`config.mk`:
```
export PLATFORM = sky130hd
export DESIGN_NAME = bor_divider
export DESIGN_NICKNAME = d
export VERILOG_FILES = /design/src/hdl/box_overlap_ratio_macros.svh /design/src/hdl/bor_pkg.sv /design/src/hdl/bor_div_step.sv /design/src/hdl/bor_divider.sv
export SDC_FILE = /design/constraint.sdc
export NUM_CORES = 2
export LEC_CHECK = 0
export ABC_AREA = 1
export BUFFER_PORTS_ARGS = -buffer_cell sky130_fd_sc_hd__buf_2
export CAP_MARGIN = 10
export CORE_MARGIN = 2
export CORE_UTILIZATION = 64
export CTS_CLUSTER_DIAMETER = 120
export DETAILED_ROUTE_END_ITERATION = 10
export PLACE_DENSITY = 0.81
export SLEW_MARGIN = 40
export SYNTH_ARGS = -nofsm -noshare
export SYNTH_HDL_FRONTEND = slang
export SYNTH_SLANG_ARGS = --single-unit
```
`constraint.sdc`:
```
create_clock -name clk -period 7.8 [get_ports clk]
set_clock_uncertainty 0.2 [all_clocks]
set_input_delay 1.56 -clock clk [delete_from_list [all_inputs] [get_ports clk]]
set_output_delay 1.56 -clock clk [all_outputs]
set_load 0.01 [all_outputs]
```
`src/hdl/box_overlap_ratio_macros.svh`:
```
// Assertion macros shared by the box overlap ratio block.
`ifndef BOX_OVERLAP_RATIO_MACROS_SVH
`define BOX_OVERLAP_RATIO_MACROS_SVH

// Same-cycle implication, checked only outside reset.
`define BOR_ASSERT_IMPLY(label, clk, rst_n, cond, cons, msg) \
  label: assert property (@(posedge clk) disable iff (!(rst_n)) (cond) |-> (cons)) \
    else $error(msg);

// Next-cycle implication, checked only outside reset.
`define BOR_ASSERT_NEXT(label, clk, rst_n, cond, cons, msg) \
  label: assert property (@(posedge clk) disable iff (!(rst_n)) (cond) |=> (cons)) \
    else $error(msg);

`endif

```
`src/hdl/bor_pkg.sv`:
```
// Shared constants and pipeline control type of the box overlap ratio block.
`default_nettype none

package bor_pkg;

  localparam int COORD_BITS    = 16;
  localparam int FRACTION_BITS = 16;

  localparam logic MODE_UNION = 1'b0;
  localparam logic MODE_TRUTH = 1'b1;

  // Control that travels with every pipeline stage.
  typedef struct packed {
    logic valid;
    logic bad;
  } bor_ctl_t;

endpackage

`default_nettype wire

```
`src/hdl/bor_div_step.sv`:
```
// One registered step of the restoring fixed-point divider.
`default_nettype none

module bor_div_step #(
  parameter int PW = 2 * bor_pkg::COORD_BITS + 2,
  parameter int QW = bor_pkg::FRACTION_BITS
) (
  input  wire                clk,
  input  wire                rst_n,
  input  bor_pkg::bor_ctl_t  in_ctl,
  output logic               in_ready,
  input  wire  [PW-1:0]      in_t,
  input  wire  [PW-1:0]      in_den,
  input  wire  [QW-1:0]      in_q,
  output bor_pkg::bor_ctl_t  out_ctl,
  input  wire                out_ready,
  output logic [PW-1:0]      out_t,
  output logic [PW-1:0]      out_den,
  output logic [QW-1:0]      out_q
);

  bor_pkg::bor_ctl_t ctl_r;
  logic [PW-1:0] t_r, t_nxt, den_r, rem;
  logic [QW-1:0] q_r, q_nxt;
  logic ge, adv;

  assign adv      = !ctl_r.valid || out_ready;
  assign in_ready = adv;

  // The partial remainder stays below the divisor, so doubling it cannot overflow.
  always_comb begin
    ge    = (in_t >= in_den);
    rem   = ge ? (in_t - in_den) : in_t;
    t_nxt = {rem[PW-2:0], 1'b0};
    q_nxt = {in_q[QW-2:0], ge};
  end

  always_ff @(posedge clk) begin
    if (!rst_n) begin
      ctl_r <= '0;
    end else if (adv) begin
      ctl_r <= in_ctl;
    end
  end

  always_ff @(posedge clk) begin
    if (adv && in_ctl.valid) begin
      t_r   <= t_nxt;
      den_r <= in_den;
      q_r   <= q_nxt;
    end
  end

  assign out_ctl = ctl_r;
  assign out_t   = t_r;
  assign out_den = den_r;
  assign out_q   = q_r;

endmodule

`default_nettype wire

```
`src/hdl/bor_divider.sv`:
```
// Pipelined divider: a chain of one-bit steps, one quotient bit per stage.
`default_nettype none

module bor_divider #(
  parameter int PW = 2 * bor_pkg::COORD_BITS + 2,
  parameter int QW = bor_pkg::FRACTION_BITS
) (
  input  wire                clk,
  input  wire                rst_n,
  input  bor_pkg::bor_ctl_t  in_ctl,
  output logic               in_ready,
  input  wire  [PW-1:0]      in_num,
  input  wire  [PW-1:0]      in_den,
  output bor_pkg::bor_ctl_t  out_ctl,
  input  wire                out_ready,
  output logic [PW-1:0]      out_t,
  output logic [PW-1:0]      out_den,
  output logic [QW-1:0]      out_q
);

  bor_pkg::bor_ctl_t ctl_c [QW+1];
  logic              rdy_c [QW+1];
  logic [PW-1:0]     t_c   [QW+1];
  logic [PW-1:0]     den_c [QW+1];
  logic [QW-1:0]     q_c   [QW+1];

  assign ctl_c[0]   = in_ctl;
  assign t_c[0]     = in_num;
  assign den_c[0]   = in_den;
  assign q_c[0]     = '0;
  assign in_ready   = rdy_c[0];
  assign rdy_c[QW]  = out_ready;

  for (genvar i = 0; i < QW; i++) begin : g_step
    bor_div_step #(
      .PW (PW),
      .QW (QW)
    ) u_step (
      .clk       (clk),
      .rst_n     (rst_n),
      .in_ctl    (ctl_c[i]),
      .in_ready  (rdy_c[i]),
      .in_t      (t_c[i]),
      .in_den    (den_c[i]),
      .in_q      (q_c[i]),
      .out_ctl   (ctl_c[i+1]),
      .out_ready (rdy_c[i+1]),
      .out_t     (t_c[i+1]),
      .out_den   (den_c[i+1]),
      .out_q     (q_c[i+1])
    );
  end

  assign out_ctl = ctl_c[QW];
  assign out_t   = t_c[QW];
  assign out_den = den_c[QW];
  assign out_q   = q_c[QW];

endmodule

`default_nettype wire

```
==> flow_summary.json <==
{
  "synth_seq_area_share_pct": 47.8,
  "slew_viol_final": 0,
  "critPathMaxStageDelay_ns": 0.25,
  "fin_crit_ns": 5.13,
  "drc": 0,
  "leakagePower_nw": 36.7,
  "routed_wl_um": 221000,
  "cts_sinks": 1240,
  "dpl.hpwl_um": 172000,
  "root_buffer": "clkbuf_16",
  "synthFlopType": "edfxtp_1",
  "p_clk_share_pct": 42.4,
  "cp-end-kind": "output pin",
  "yosys_warnings": 0,
  "start_util_pct": 64.5,
  "regToRegEndpoint": "g_step[4].u_step.out_t[27]$_DFFE_PP_",
  "avgViaCountPerCell": 5.86,
  "slew_headroom_pct": 46.1,
  "max-vdd-ir-drop_mv": 0.230,
  "pre_cts_ws_ns": 2.62,
  "avgSynthCellArea_um2": 8.72,
  "hold_depth": 0,
  "dr.first_iter.drc_count": 6897,
  "placed_cell_area_um2": 79500,
  "pwr-share-seq_pct": 49.4,
  "hold_violations": 0,
  "insertion_delay_ns": 0.79,
  "final_util_pct": 70.0,
  "outcome": "completed",
  "holdBufCountCts": 0,
  "first_global_vias": 60100,
  "hp-class": "flip-flop to flip-flop",
  "rsz0062_at_grt": "no",
  "cts_tree": "done",
  "ff2ff_path_depth": 12,
  "syn_nets": 9498,
  "cp.arrival_ns": 3.37,
  "ys_ff_latch": 1240,
  "crit_required_ns": 6.04,
  "ant_nets": 0,
  "clk_pin_slew_ns": 0.06,
  "antennaDiodeCount": 0,
  "power_density_nw_per_um2": 180,
  "grt_antenna_before_repair": 6,
  "cts_inserted_buffers": 134,
  "drv_cap": 0,
  "grt_use_total_pct": 35.7,
  "finalSetupTns_ns": 0,
  "core-area_um2": 120000,
  "fmax_mhz": 195,
  "synth_cell_types": 57,
  "setup_viol": 0,
  "combinationalPowerShare_pct": 8.2,
  "finalNetCount": 9684,
  "htreeDepth": 4,
  "syn_area_um2": 77300,
  "rows": 127,
  "grt_pass1_wl_um": 341000,
  "die_w_um": 352,
  "rr_startpoint": "g_step[3].u_step.out_den[26]$_DFFE_PP_",
  "intPower_mw": 11.4,
  "postCtsSetupBuffers": 0,
  "p_switching_mw": 3.68,
  "io_buffers": 158,
  "pin_count": 160,
  "grt_max_degree": 76,
  "p_sw_share_pct": 24.4,
  "synthArstFlopShare_pct": 0,
  "tightest_slew_ns": 0.806,
  "routed-via-count": 63100,
  "crit_type": "input port to output pin",
  "wl_per_cell_um": 20.5,
  "setup_ws_ns": 2.67,
  "stdcell_area_um2": 83900,
  "synthCells": 8865,
  "ctsResizeCount": 0,
  "period_share_pct": 65.8,
  "area_growth_pct": 8.57,
  "ff2ff_setup_slack_ns": 3.63,
  "critPathLaunchType": "input port",
  "clk_path_buf_depth": 3,
  "synth_edf_count": 1208,
  "drive_above_1_share_pct": 6.14,
  "grt-ovfl-total": 0,
  "holdPathEnd": "g_step[13].u_step.out_q[12]$_DFFE_PP_",
  "fp.dieH_um": 352,
  "fillers": 9341,
  "critPathSlowestCell": "nor2_4",
  "globalplace.congestion": 0.986,
  "cp_cell_sequence": "buf_2 -> inv_1 -> nand4_4 -> nor2_4 -> nand4_4 -> nor2_4 -> nand4_4 -> nor2_4 -> nand4_4 -> nor2_4 -> inv_2 -> buf_2",
  "die_area_um2": 124000,
  "first_pass_iters": 7,
  "hold_start": "g_step[12].u_step.out_q[11]$_DFFE_PP_",
  "worstPathMaxFanout": 5
}
[cell usage after synthesis (18+ instances only)]
master	number	area share, %
a211oi_1	20	0.19
a21boi_0	61	0.59
a21o_1	80	0.78
a21oi_1	608	3.9
a31oi_1	53	0.43
buf_2	42	0.27
buf_4	63	0.61
buf_6	27	0.39
dfxtp_1	32	0.83
edfxtp_1	1208	47
ha_1	544	8.8
inv_1	1328	6.4
inv_2	18	0.087
nand2_1	2323	11
nand2_2	26	0.21
nand3_1	328	2.1
nand3b_1	56	0.54
nand4_1	58	0.47
nor2_1	732	3.6
nor3_1	76	0.49
nor4_1	21	0.17
o211ai_1	30	0.29
o21a_1	79	0.77
o21ai_0	373	2.4
o21ai_1	103	0.67
o21ai_2	24	0.27
o21bai_1	52	0.51
o221ai_1	19	0.22
or2_2	24	0.19
xnor2_1	136	1.5
xor2_1	215	2.4
[worst max-delay path, delay by kind of cell]
kind                   cells  cell delay [ns]
AND/OR/NAND/NOR            8             1.40
buffers and inverters      4             0.40
[power by group through the flow]
stage                     sequential (mW)  clock [mW]  combinational (mW)
after global placement               7.59           0                1.17
after detailed placement             7.59           0                1.19
after global routing                 7.45        6.71                1.36
final                                7.45        6.40                1.23
after floorplan                      7.54           0               0.881
after CTS                            7.45        6.47                1.20
[registers in the layout (all words and copies together) (netlist names)]
| register | cells |
|---|---|
| g_step.u_step.out_den | 544 |
| g_step.u_step.out_t | 528 |
| g_step.u_step.out_q | 136 |
| g_step.u_step.out_ctl | 32 |
[worst max path at each step]
stage               slack [ns]  startpoint                                     end
finish                    2.67   out_ready                                in_ready
global route              2.53   out_ready                                in_ready
CTS                       2.67   out_ready                                in_ready
detailed placement        2.62   in_num[0]     g_step[0].u_step.out_t[1]$_DFFE_PP_
global placement          2.63   in_num[0]     g_step[0].u_step.out_t[2]$_DFFE_PP_
floorplan                 1.82   out_ready  g_step[15].u_step.out_den[0]$_DFFE_PP_
[stage by stage]
| step | hold WS (ns) | power, mW | cells |
|---|---|---|---|
| finish | 0.202 | 15.1 | 10800 |
| global route | 0.220 | 15.5 | 10800 |
| CTS | 0.200 | 15.1 | 10800 |
| detailed placement | 0.205 | 8.78 | 10500 |
| global placement | 0.201 | 8.75 | 10500 |
| floorplan | 0.200 | 8.42 | 8865 |
[cell type report]
class,count,area (um^2),area share (%)
timing repair buffer,190,1160,1.38
inverter,1346,5060,6.03
sequential,1240,36900,44.0
tap,1612,2020,2.40
clock inverter,88,926,1.10
multi-input combinational,6139,34400,41.0
clock buffer,155,3450,4.11
[cells by family after synthesis]
kind of cell	share of synthesized area, %
fa+ha+maj	9.22
xor+xnor	3.98
other cells	0.00485
simple gates	19.6
buf+inv	7.85
compound gates	11.6
flops	47.8
[layout by cell type (no fill, tap or decap), types with 32 or more instances in the layout]
| cell type | n |
|---|---|
| xor2_1 | 215 |
| o21bai_1 | 52 |
| a21boi_0 | 61 |
| nand3_1 | 328 |
| a31oi_1 | 53 |
| buf_2 | 158 |
| nand4_1 | 58 |
| a21o_1 | 80 |
| nor3_1 | 76 |
| ha_1 | 544 |
| dfxtp_1 | 32 |
| o21ai_1 | 108 |
| o21a_1 | 79 |
| edfxtp_1 | 1208 |
| nor2_1 | 724 |
| nand3b_1 | 56 |
| inv_1 | 1320 |
| xnor2_1 | 136 |
| nand2_1 | 2323 |
| clkbuf_16 | 135 |
| a21oi_1 | 608 |
| o21ai_0 | 368 |
[per-layer routing]
layer | GRT usage (%) | part of all wire (%) | vias up
li1 | - | - | 30000
met1 | 47.9 | 41 | 29600
met2 | 57.8 | 46 | 2912
met3 | 6.15 | 8.3 | 598
met4 | 14.1 | 4.2 | 14
met5 | 0 | 0.044 | -
Note: power is estimated with default switching activity, not from simulation.
