`src/hdl/box_overlap_ratio_macros.svh`:
```
// Assertion macros shared by the box overlap ratio block.
`ifndef BOX_OVERLAP_RATIO_MACROS_SVH
`define BOX_OVERLAP_RATIO_MACROS_SVH

// Same-cycle implication, checked only outside reset.
`define BOR_ASSERT_IMPLY(label, clk, rst_n, cond, cons, msg) \
  label: assert property (@(posedge clk) disable iff (!(rst_n)) (cond) |-> (cons)) \
    else $error(msg);

// Next-cycle implication, checked only outside reset.
`define BOR_ASSERT_NEXT(label, clk, rst_n, cond, cons, msg) \
  label: assert property (@(posedge clk) disable iff (!(rst_n)) (cond) |=> (cons)) \
    else $error(msg);

`endif

```
`src/hdl/bor_pkg.sv`:
```
// Shared constants and pipeline control type of the box overlap ratio block.
`default_nettype none

package bor_pkg;

  localparam int COORD_BITS    = 16;
  localparam int FRACTION_BITS = 16;

  localparam logic MODE_UNION = 1'b0;
  localparam logic MODE_TRUTH = 1'b1;

  // Control that travels with every pipeline stage.
  typedef struct packed {
    logic valid;
    logic bad;
  } bor_ctl_t;

endpackage

`default_nettype wire

```
`src/hdl/bor_geom.sv`:
```
// Three-stage geometry front end: intersection, areas and the divisor.
`default_nettype none

module bor_geom #(
  parameter int COORD_BITS = bor_pkg::COORD_BITS
) (
  input  wire                          clk,
  input  wire                          rst_n,
  input  wire                          mode,
  input  wire                          in_valid,
  output logic                         in_ready,
  input  wire  [COORD_BITS-1:0]        anchor_left,
  input  wire  [COORD_BITS-1:0]        anchor_top,
  input  wire  [COORD_BITS-1:0]        anchor_right,
  input  wire  [COORD_BITS-1:0]        anchor_bottom,
  input  wire  [COORD_BITS-1:0]        truth_left,
  input  wire  [COORD_BITS-1:0]        truth_top,
  input  wire  [COORD_BITS-1:0]        truth_right,
  input  wire  [COORD_BITS-1:0]        truth_bottom,
  output bor_pkg::bor_ctl_t            out_ctl,
  input  wire                          out_ready,
  output logic [2*COORD_BITS+1:0]      out_num,
  output logic [2*COORD_BITS+1:0]      out_den
);

  localparam int LW = COORD_BITS + 1;
  localparam int PW = 2 * COORD_BITS + 2;

  bor_pkg::bor_ctl_t s1_ctl_r, s1_ctl_nxt;
  bor_pkg::bor_ctl_t s2_ctl_r;
  bor_pkg::bor_ctl_t s3_ctl_r;
  logic s1_adv, s2_adv, s3_adv;

  logic [COORD_BITS-1:0] ix0, iy0, ix1, iy1;
  logic [LW-1:0] iw_nxt, ih_nxt, aw_nxt, ah_nxt, tw_nxt, th_nxt;
  logic [LW-1:0] iw_r, ih_r, aw_r, ah_r, tw_r, th_r;
  logic [PW-1:0] inter_nxt, area_a_nxt, area_t_nxt;
  logic [PW-1:0] inter_r, area_a_r, area_t_r;
  logic [PW-1:0] num_r, den_r, den_nxt;

  // A stage moves on when it is empty or the next one moves on.
  assign s3_adv   = !s3_ctl_r.valid || out_ready;
  assign s2_adv   = !s2_ctl_r.valid || s3_adv;
  assign s1_adv   = !s1_ctl_r.valid || s2_adv;
  assign in_ready = s1_adv;

  always_comb begin
    ix0 = (anchor_left   > truth_left)   ? anchor_left   : truth_left;
    iy0 = (anchor_top    > truth_top)    ? anchor_top    : truth_top;
    ix1 = (anchor_right  < truth_right)  ? anchor_right  : truth_right;
    iy1 = (anchor_bottom < truth_bottom) ? anchor_bottom : truth_bottom;
    iw_nxt = (ix1 >= ix0) ? ({1'b0, ix1} - {1'b0, ix0} + LW'(1)) : '0;
    ih_nxt = (iy1 >= iy0) ? ({1'b0, iy1} - {1'b0, iy0} + LW'(1)) : '0;
    aw_nxt = {1'b0, anchor_right}  - {1'b0, anchor_left}  + LW'(1);
    ah_nxt = {1'b0, anchor_bottom} - {1'b0, anchor_top}   + LW'(1);
    tw_nxt = {1'b0, truth_right}   - {1'b0, truth_left}   + LW'(1);
    th_nxt = {1'b0, truth_bottom}  - {1'b0, truth_top}    + LW'(1);
    s1_ctl_nxt.valid = in_valid;
    s1_ctl_nxt.bad   = (anchor_right < anchor_left) || (anchor_bottom < anchor_top) ||
                       (truth_right < truth_left) || (truth_bottom < truth_top);
  end

  always_comb begin
    inter_nxt  = PW'(iw_r) * PW'(ih_r);
    area_a_nxt = PW'(aw_r) * PW'(ah_r);
    area_t_nxt = PW'(tw_r) * PW'(th_r);
  end

  // The union never exceeds the sum of the areas, so the modular sum is exact.
  always_comb begin
    unique case (mode)
      bor_pkg::MODE_TRUTH: den_nxt = area_t_r;
      default:             den_nxt = area_a_r + area_t_r - inter_r;
    endcase
  end

  always_ff @(posedge clk) begin
    if (!rst_n) begin
      s1_ctl_r <= '0;
      s2_ctl_r <= '0;
      s3_ctl_r <= '0;
    end else begin
      if (s1_adv) s1_ctl_r <= s1_ctl_nxt;
      if (s2_adv) s2_ctl_r <= s1_ctl_r;
      if (s3_adv) s3_ctl_r <= s2_ctl_r;
    end
  end

  always_ff @(posedge clk) begin
    if (s1_adv && in_valid) begin
      iw_r <= iw_nxt;
      ih_r <= ih_nxt;
      aw_r <= aw_nxt;
      ah_r <= ah_nxt;
      tw_r <= tw_nxt;
      th_r <= th_nxt;
    end
    if (s2_adv && s1_ctl_r.valid) begin
      inter_r  <= inter_nxt;
      area_a_r <= area_a_nxt;
      area_t_r <= area_t_nxt;
    end
    if (s3_adv && s2_ctl_r.valid) begin
      num_r <= inter_r;
      den_r <= den_nxt;
    end
  end

  assign out_ctl = s3_ctl_r;
  assign out_num = num_r;
  assign out_den = den_r;

endmodule

`default_nettype wire

```
`config.mk`:
```
export PLATFORM = sky130hd
export DESIGN_NAME = bor_geom
export DESIGN_NICKNAME = d
export VERILOG_FILES = /design/src/hdl/box_overlap_ratio_macros.svh /design/src/hdl/bor_pkg.sv /design/src/hdl/bor_geom.sv
export SDC_FILE = /design/constraint.sdc
export NUM_CORES = 2
export LEC_CHECK = 0
export BUFFER_PORTS_ARGS = -buffer_cell sky130_fd_sc_hd__buf_2
export CAP_MARGIN = 5
export CORE_MARGIN = 10
export CORE_UTILIZATION = 40
export DETAILED_ROUTE_END_ITERATION = 8
export HOLD_SLACK_MARGIN = 0.03
export PLACE_DENSITY = 0.66
export SLEW_MARGIN = 20
export SYNTH_ARGS = -nofsm -noshare
export SYNTH_HDL_FRONTEND = slang
export SYNTH_SLANG_ARGS = --single-unit
```
`constraint.sdc`:
```
create_clock -name clk -period 7.9 [get_ports clk]
set_clock_uncertainty 0.05 [all_clocks]
set_input_delay 1.58 -clock clk [delete_from_list [all_inputs] [get_ports clk]]
set_output_delay 1.58 -clock clk [all_outputs]
set_load 0.02 [all_outputs]
```
==> results.sh <==
export IMPL_outcome="completed"
export IMPL_grt_usage_pct=19.4
export IMPL_hold_class="flip-flop to flip-flop"
export IMPL_grt_pass1_vias=36917
export IMPL_vias_per_cell=5.09
export IMPL_worst_pin_slew_ns=0.955
export IMPL_drtIter0Drc=2470
export IMPL_max_freq_mhz=137
export IMPL_setup_viol=0
export IMPL_wl_met3_um=9770
export IMPL_cts_path_max_buffers=3
export IMPL_dieArea_mm2=0.136
export IMPL_worstReg2RegStart="iw_r[7]"
export IMPL_synth_async_sr_flop_share_pct=0
export IMPL_portBuffers=203
export IMPL_required_ns=8.19
export IMPL_reg2reg_depth=22
export IMPL_synth_seq_cells=278
export IMPL_synth_edf_count=272
export IMPL_maxSlewHeadroom_pct=36.3
export IMPL_yosysSeqAreaShare_pct=17.0
export IMPL_cts_sinks=278
export IMPL_ant_nets=0
export IMPL_hold_viol_final=0
export IMPL_rr_endpoint="inter_r[30]"
export IMPL_netlist_area_leader_share_pct=31.0
export IMPL_ys_flop_type="edfxtp_1"
export IMPL_vias=35145
export IMPL_final_common_cell="inv_1"
export IMPL_tns_ns=0
export IMPL_grt_max_degree=66
export IMPL_crit_arrival_ns=7.60
export IMPL_dr_pass1_iters=7
export IMPL_clockRootBuffer="clkbuf_16"
export IMPL_antenna_found_initial=13
export IMPL_synth_nets=6626
export IMPL_min_path_cells=2
export IMPL_post_route_period_util_pct=92.4
export IMPL_critPathLaunchType="flip-flop"
export IMPL_yosys_warnings=0
export IMPL_routed_wl_um=132000
export IMPL_cts_hold_buffers=0
export IMPL_endpoint_kind="flip-flop"
export IMPL_initial_core_util_pct=40.4
export IMPL_drv_cap=0
export IMPL_cts_setup_buffers=0
export IMPL_highest_layer="met5"
export IMPL_cts_buffers=38
export IMPL_fin_crit_ns=7.30
export IMPL_syn_area_mm2=0.0486
export IMPL_synth_distinct_cells=75
export IMPL_synth_top_cell_by_area="fa_1"
export IMPL_wl_per_cell_um=19.2
export IMPL_post_cts_resized=0
export IMPL_rsz0062_at_grt="no"
export IMPL_fillers=11601
export IMPL_maxSlewViolCount=0
export IMPL_dieHeight_um=369
export IMPL_die_width_um=369
export IMPL_cts_tree="yes"
export IMPL_rrSetupSlack_ns=0.60
export IMPL_avgSynthCellArea_um2=9.50
export IMPL_postSynthCellCount=5122
export IMPL_drive_above_1_share_pct=6.14
export IMPL_rows=127
export IMPL_most_common_layout_cells="inv_1, fa_1, ha_1, nand2_1, and2_1"
export IMPL_synth_area_leaders="fa_1, edfxtp_1, ha_1"
export IMPL_crit_type="flip-flop to flip-flop"
export IMPL_hold_start="s1_ctl_r[0]"
export IMPL_ioPinCount=204
export IMPL_grt_pass1_wl_um=209000
export IMPL_drt_met1_wl_um=59000
export IMPL_place_hpwl_um=111000
export IMPL_gp_routability_congestion=0.930
export IMPL_grt_ovfl_total=0
export IMPL_htreeDepth=2
export IMPL_core_area_mm2=0.120
export IMPL_clk_pin_slew_ns=0.06
export IMPL_cp_max_fo=17
export IMPL_whs_endpoint="s2_ctl_r[0]"
export IMPL_drc=0
export IMPL_clk_latency_ns=0.60
export IMPL_nNetsFinal=6766
export IMPL_area_growth_pct=8.43
export IMPL_dr_wl_met2_um=58900
## cell usage after synthesis, types with 4 or more instances
master	instances
o21ai_1	52
a21o_1	80
fa_1	753
o211ai_1	6
nand2_1	591
nand2b_1	28
o31ai_1	12
a31o_1	5
inv_1	1166
xnor2_1	119
nand4_1	23
nand3_1	26
o21bai_1	42
a21oi_1	158
xor2_1	65
nor2_1	124
o21ai_0	83
mux2i_1	66
mux2_1	14
clkbuf_1	127
a211oi_1	21
o311ai_1	5
nor4_1	6
and3_1	14
or3_1	5
and2_1	389
nor2b_1	39
nor3_1	28
buf_1	5
a311oi_1	10
ha_1	618
or2_2	9
nor3b_1	6
dfxtp_1	6
o21a_1	37
edfxtp_1	272
a21boi_1	4
a31oi_1	45
## worst max-delay path by stage
stage               startpoint  cells past startpoint          end  slack, ns
floorplan            out_ready                      3      ah_r[0]       0.30
finish                 iw_r[7]                     22  inter_r[30]       0.60
CTS                    iw_r[7]                     22  inter_r[30]       0.61
global route           iw_r[7]                     22  inter_r[30]       0.25
global placement       iw_r[7]                     22  inter_r[30]       0.70
detailed placement     iw_r[7]                     22  inter_r[30]       0.61
## per-stage QoR
stage	hold WS (ns)	setup WS (ns)	cell area [µm²]	std cells	utilization [%]
CTS	0.424	0.605	52700	6904	43.8
global route	0.457	0.249	52700	6906	43.8
global placement	0.415	0.700	51500	6834	42.8
floorplan	0.383	0.297	48600	5122	-
finish	0.419	0.597	52700	6911	43.8
detailed placement	0.419	0.615	51500	6834	42.8
## metal layers
metal / vias up / GRT usage, %
met4: 14 / 6.03
met5: - / 0
met3: 216 / 3.97
met2: 1190 / 30.9
met1: 17386 / 26.4
li1: 16339 / -
## critical path, cell delays in order (launching register included)
cell and delay (ns):
edfxtp_1 0.68, and2_1 0.32, fa_1 0.54, inv_1 0.05, fa_1 0.46, fa_1 0.52
fa_1 0.55, inv_1 0.05, fa_1 0.47, inv_1 0.05, fa_1 0.48, inv_1 0.04
ha_1 0.37, and3_1 0.20, and3_1 0.18, o311ai_1 0.13, a21oi_1 0.39, a41oi_1 0.27
a2111oi_0 0.71, o31ai_1 0.21, nand2b_1 0.11, a21oi_1 0.08, xnor2_1 0.14
## state kept, by name (all words and copies together), names as in the netlist
| name | cells |
|---|---|
| th_r | 17 |
| inter_r | 34 |
| area_a_r | 34 |
| ah_r | 17 |
| iw_r | 17 |
| out_num | 34 |
| tw_r | 17 |
| ih_r | 17 |
| out_den | 34 |
| s2_ctl_r | 2 |
| out_ctl | 2 |
| s1_ctl_r | 2 |
| area_t_r | 34 |
| aw_r | 17 |
## cell type report
class / count / area (µm²) / share of cell area (%)
Antenna cell: 7 / 17.5 / 0.0332
Clock buffer: 44 / 973 / 1.85
Clock inverter: 26 / 285 / 0.541
Inverter: 1167 / 4380 / 8.31
Multi-Input combinational cell: 3542 / 35500 / 67.4
Sequential cell: 278 / 8290 / 15.7
Tap cell: 1612 / 2020 / 3.82
Timing Repair Buffer: 235 / 1260 / 2.38
## kinds of logic (layout without fill, tap and decap cells)
kind of cell	Yosys count	in the layout	share of synthesized area [%]
flip-flops	278	278	17.0
multiplexers	82	82	1.73
adder cells (fa/ha/maj)	1371	1371	46.9
AND/OR/NAND/NOR	1300	1300	13.0
AO/OA/AOI/OAI	605	605	7.99
other	0	7	0
buffers and inverters	1302	1472	10.1
XOR/XNOR	184	184	3.31
Power is left out: the tool's default activity adds up to more than one toggle a clock period on the data nets, which glitch-free logic cannot reach.
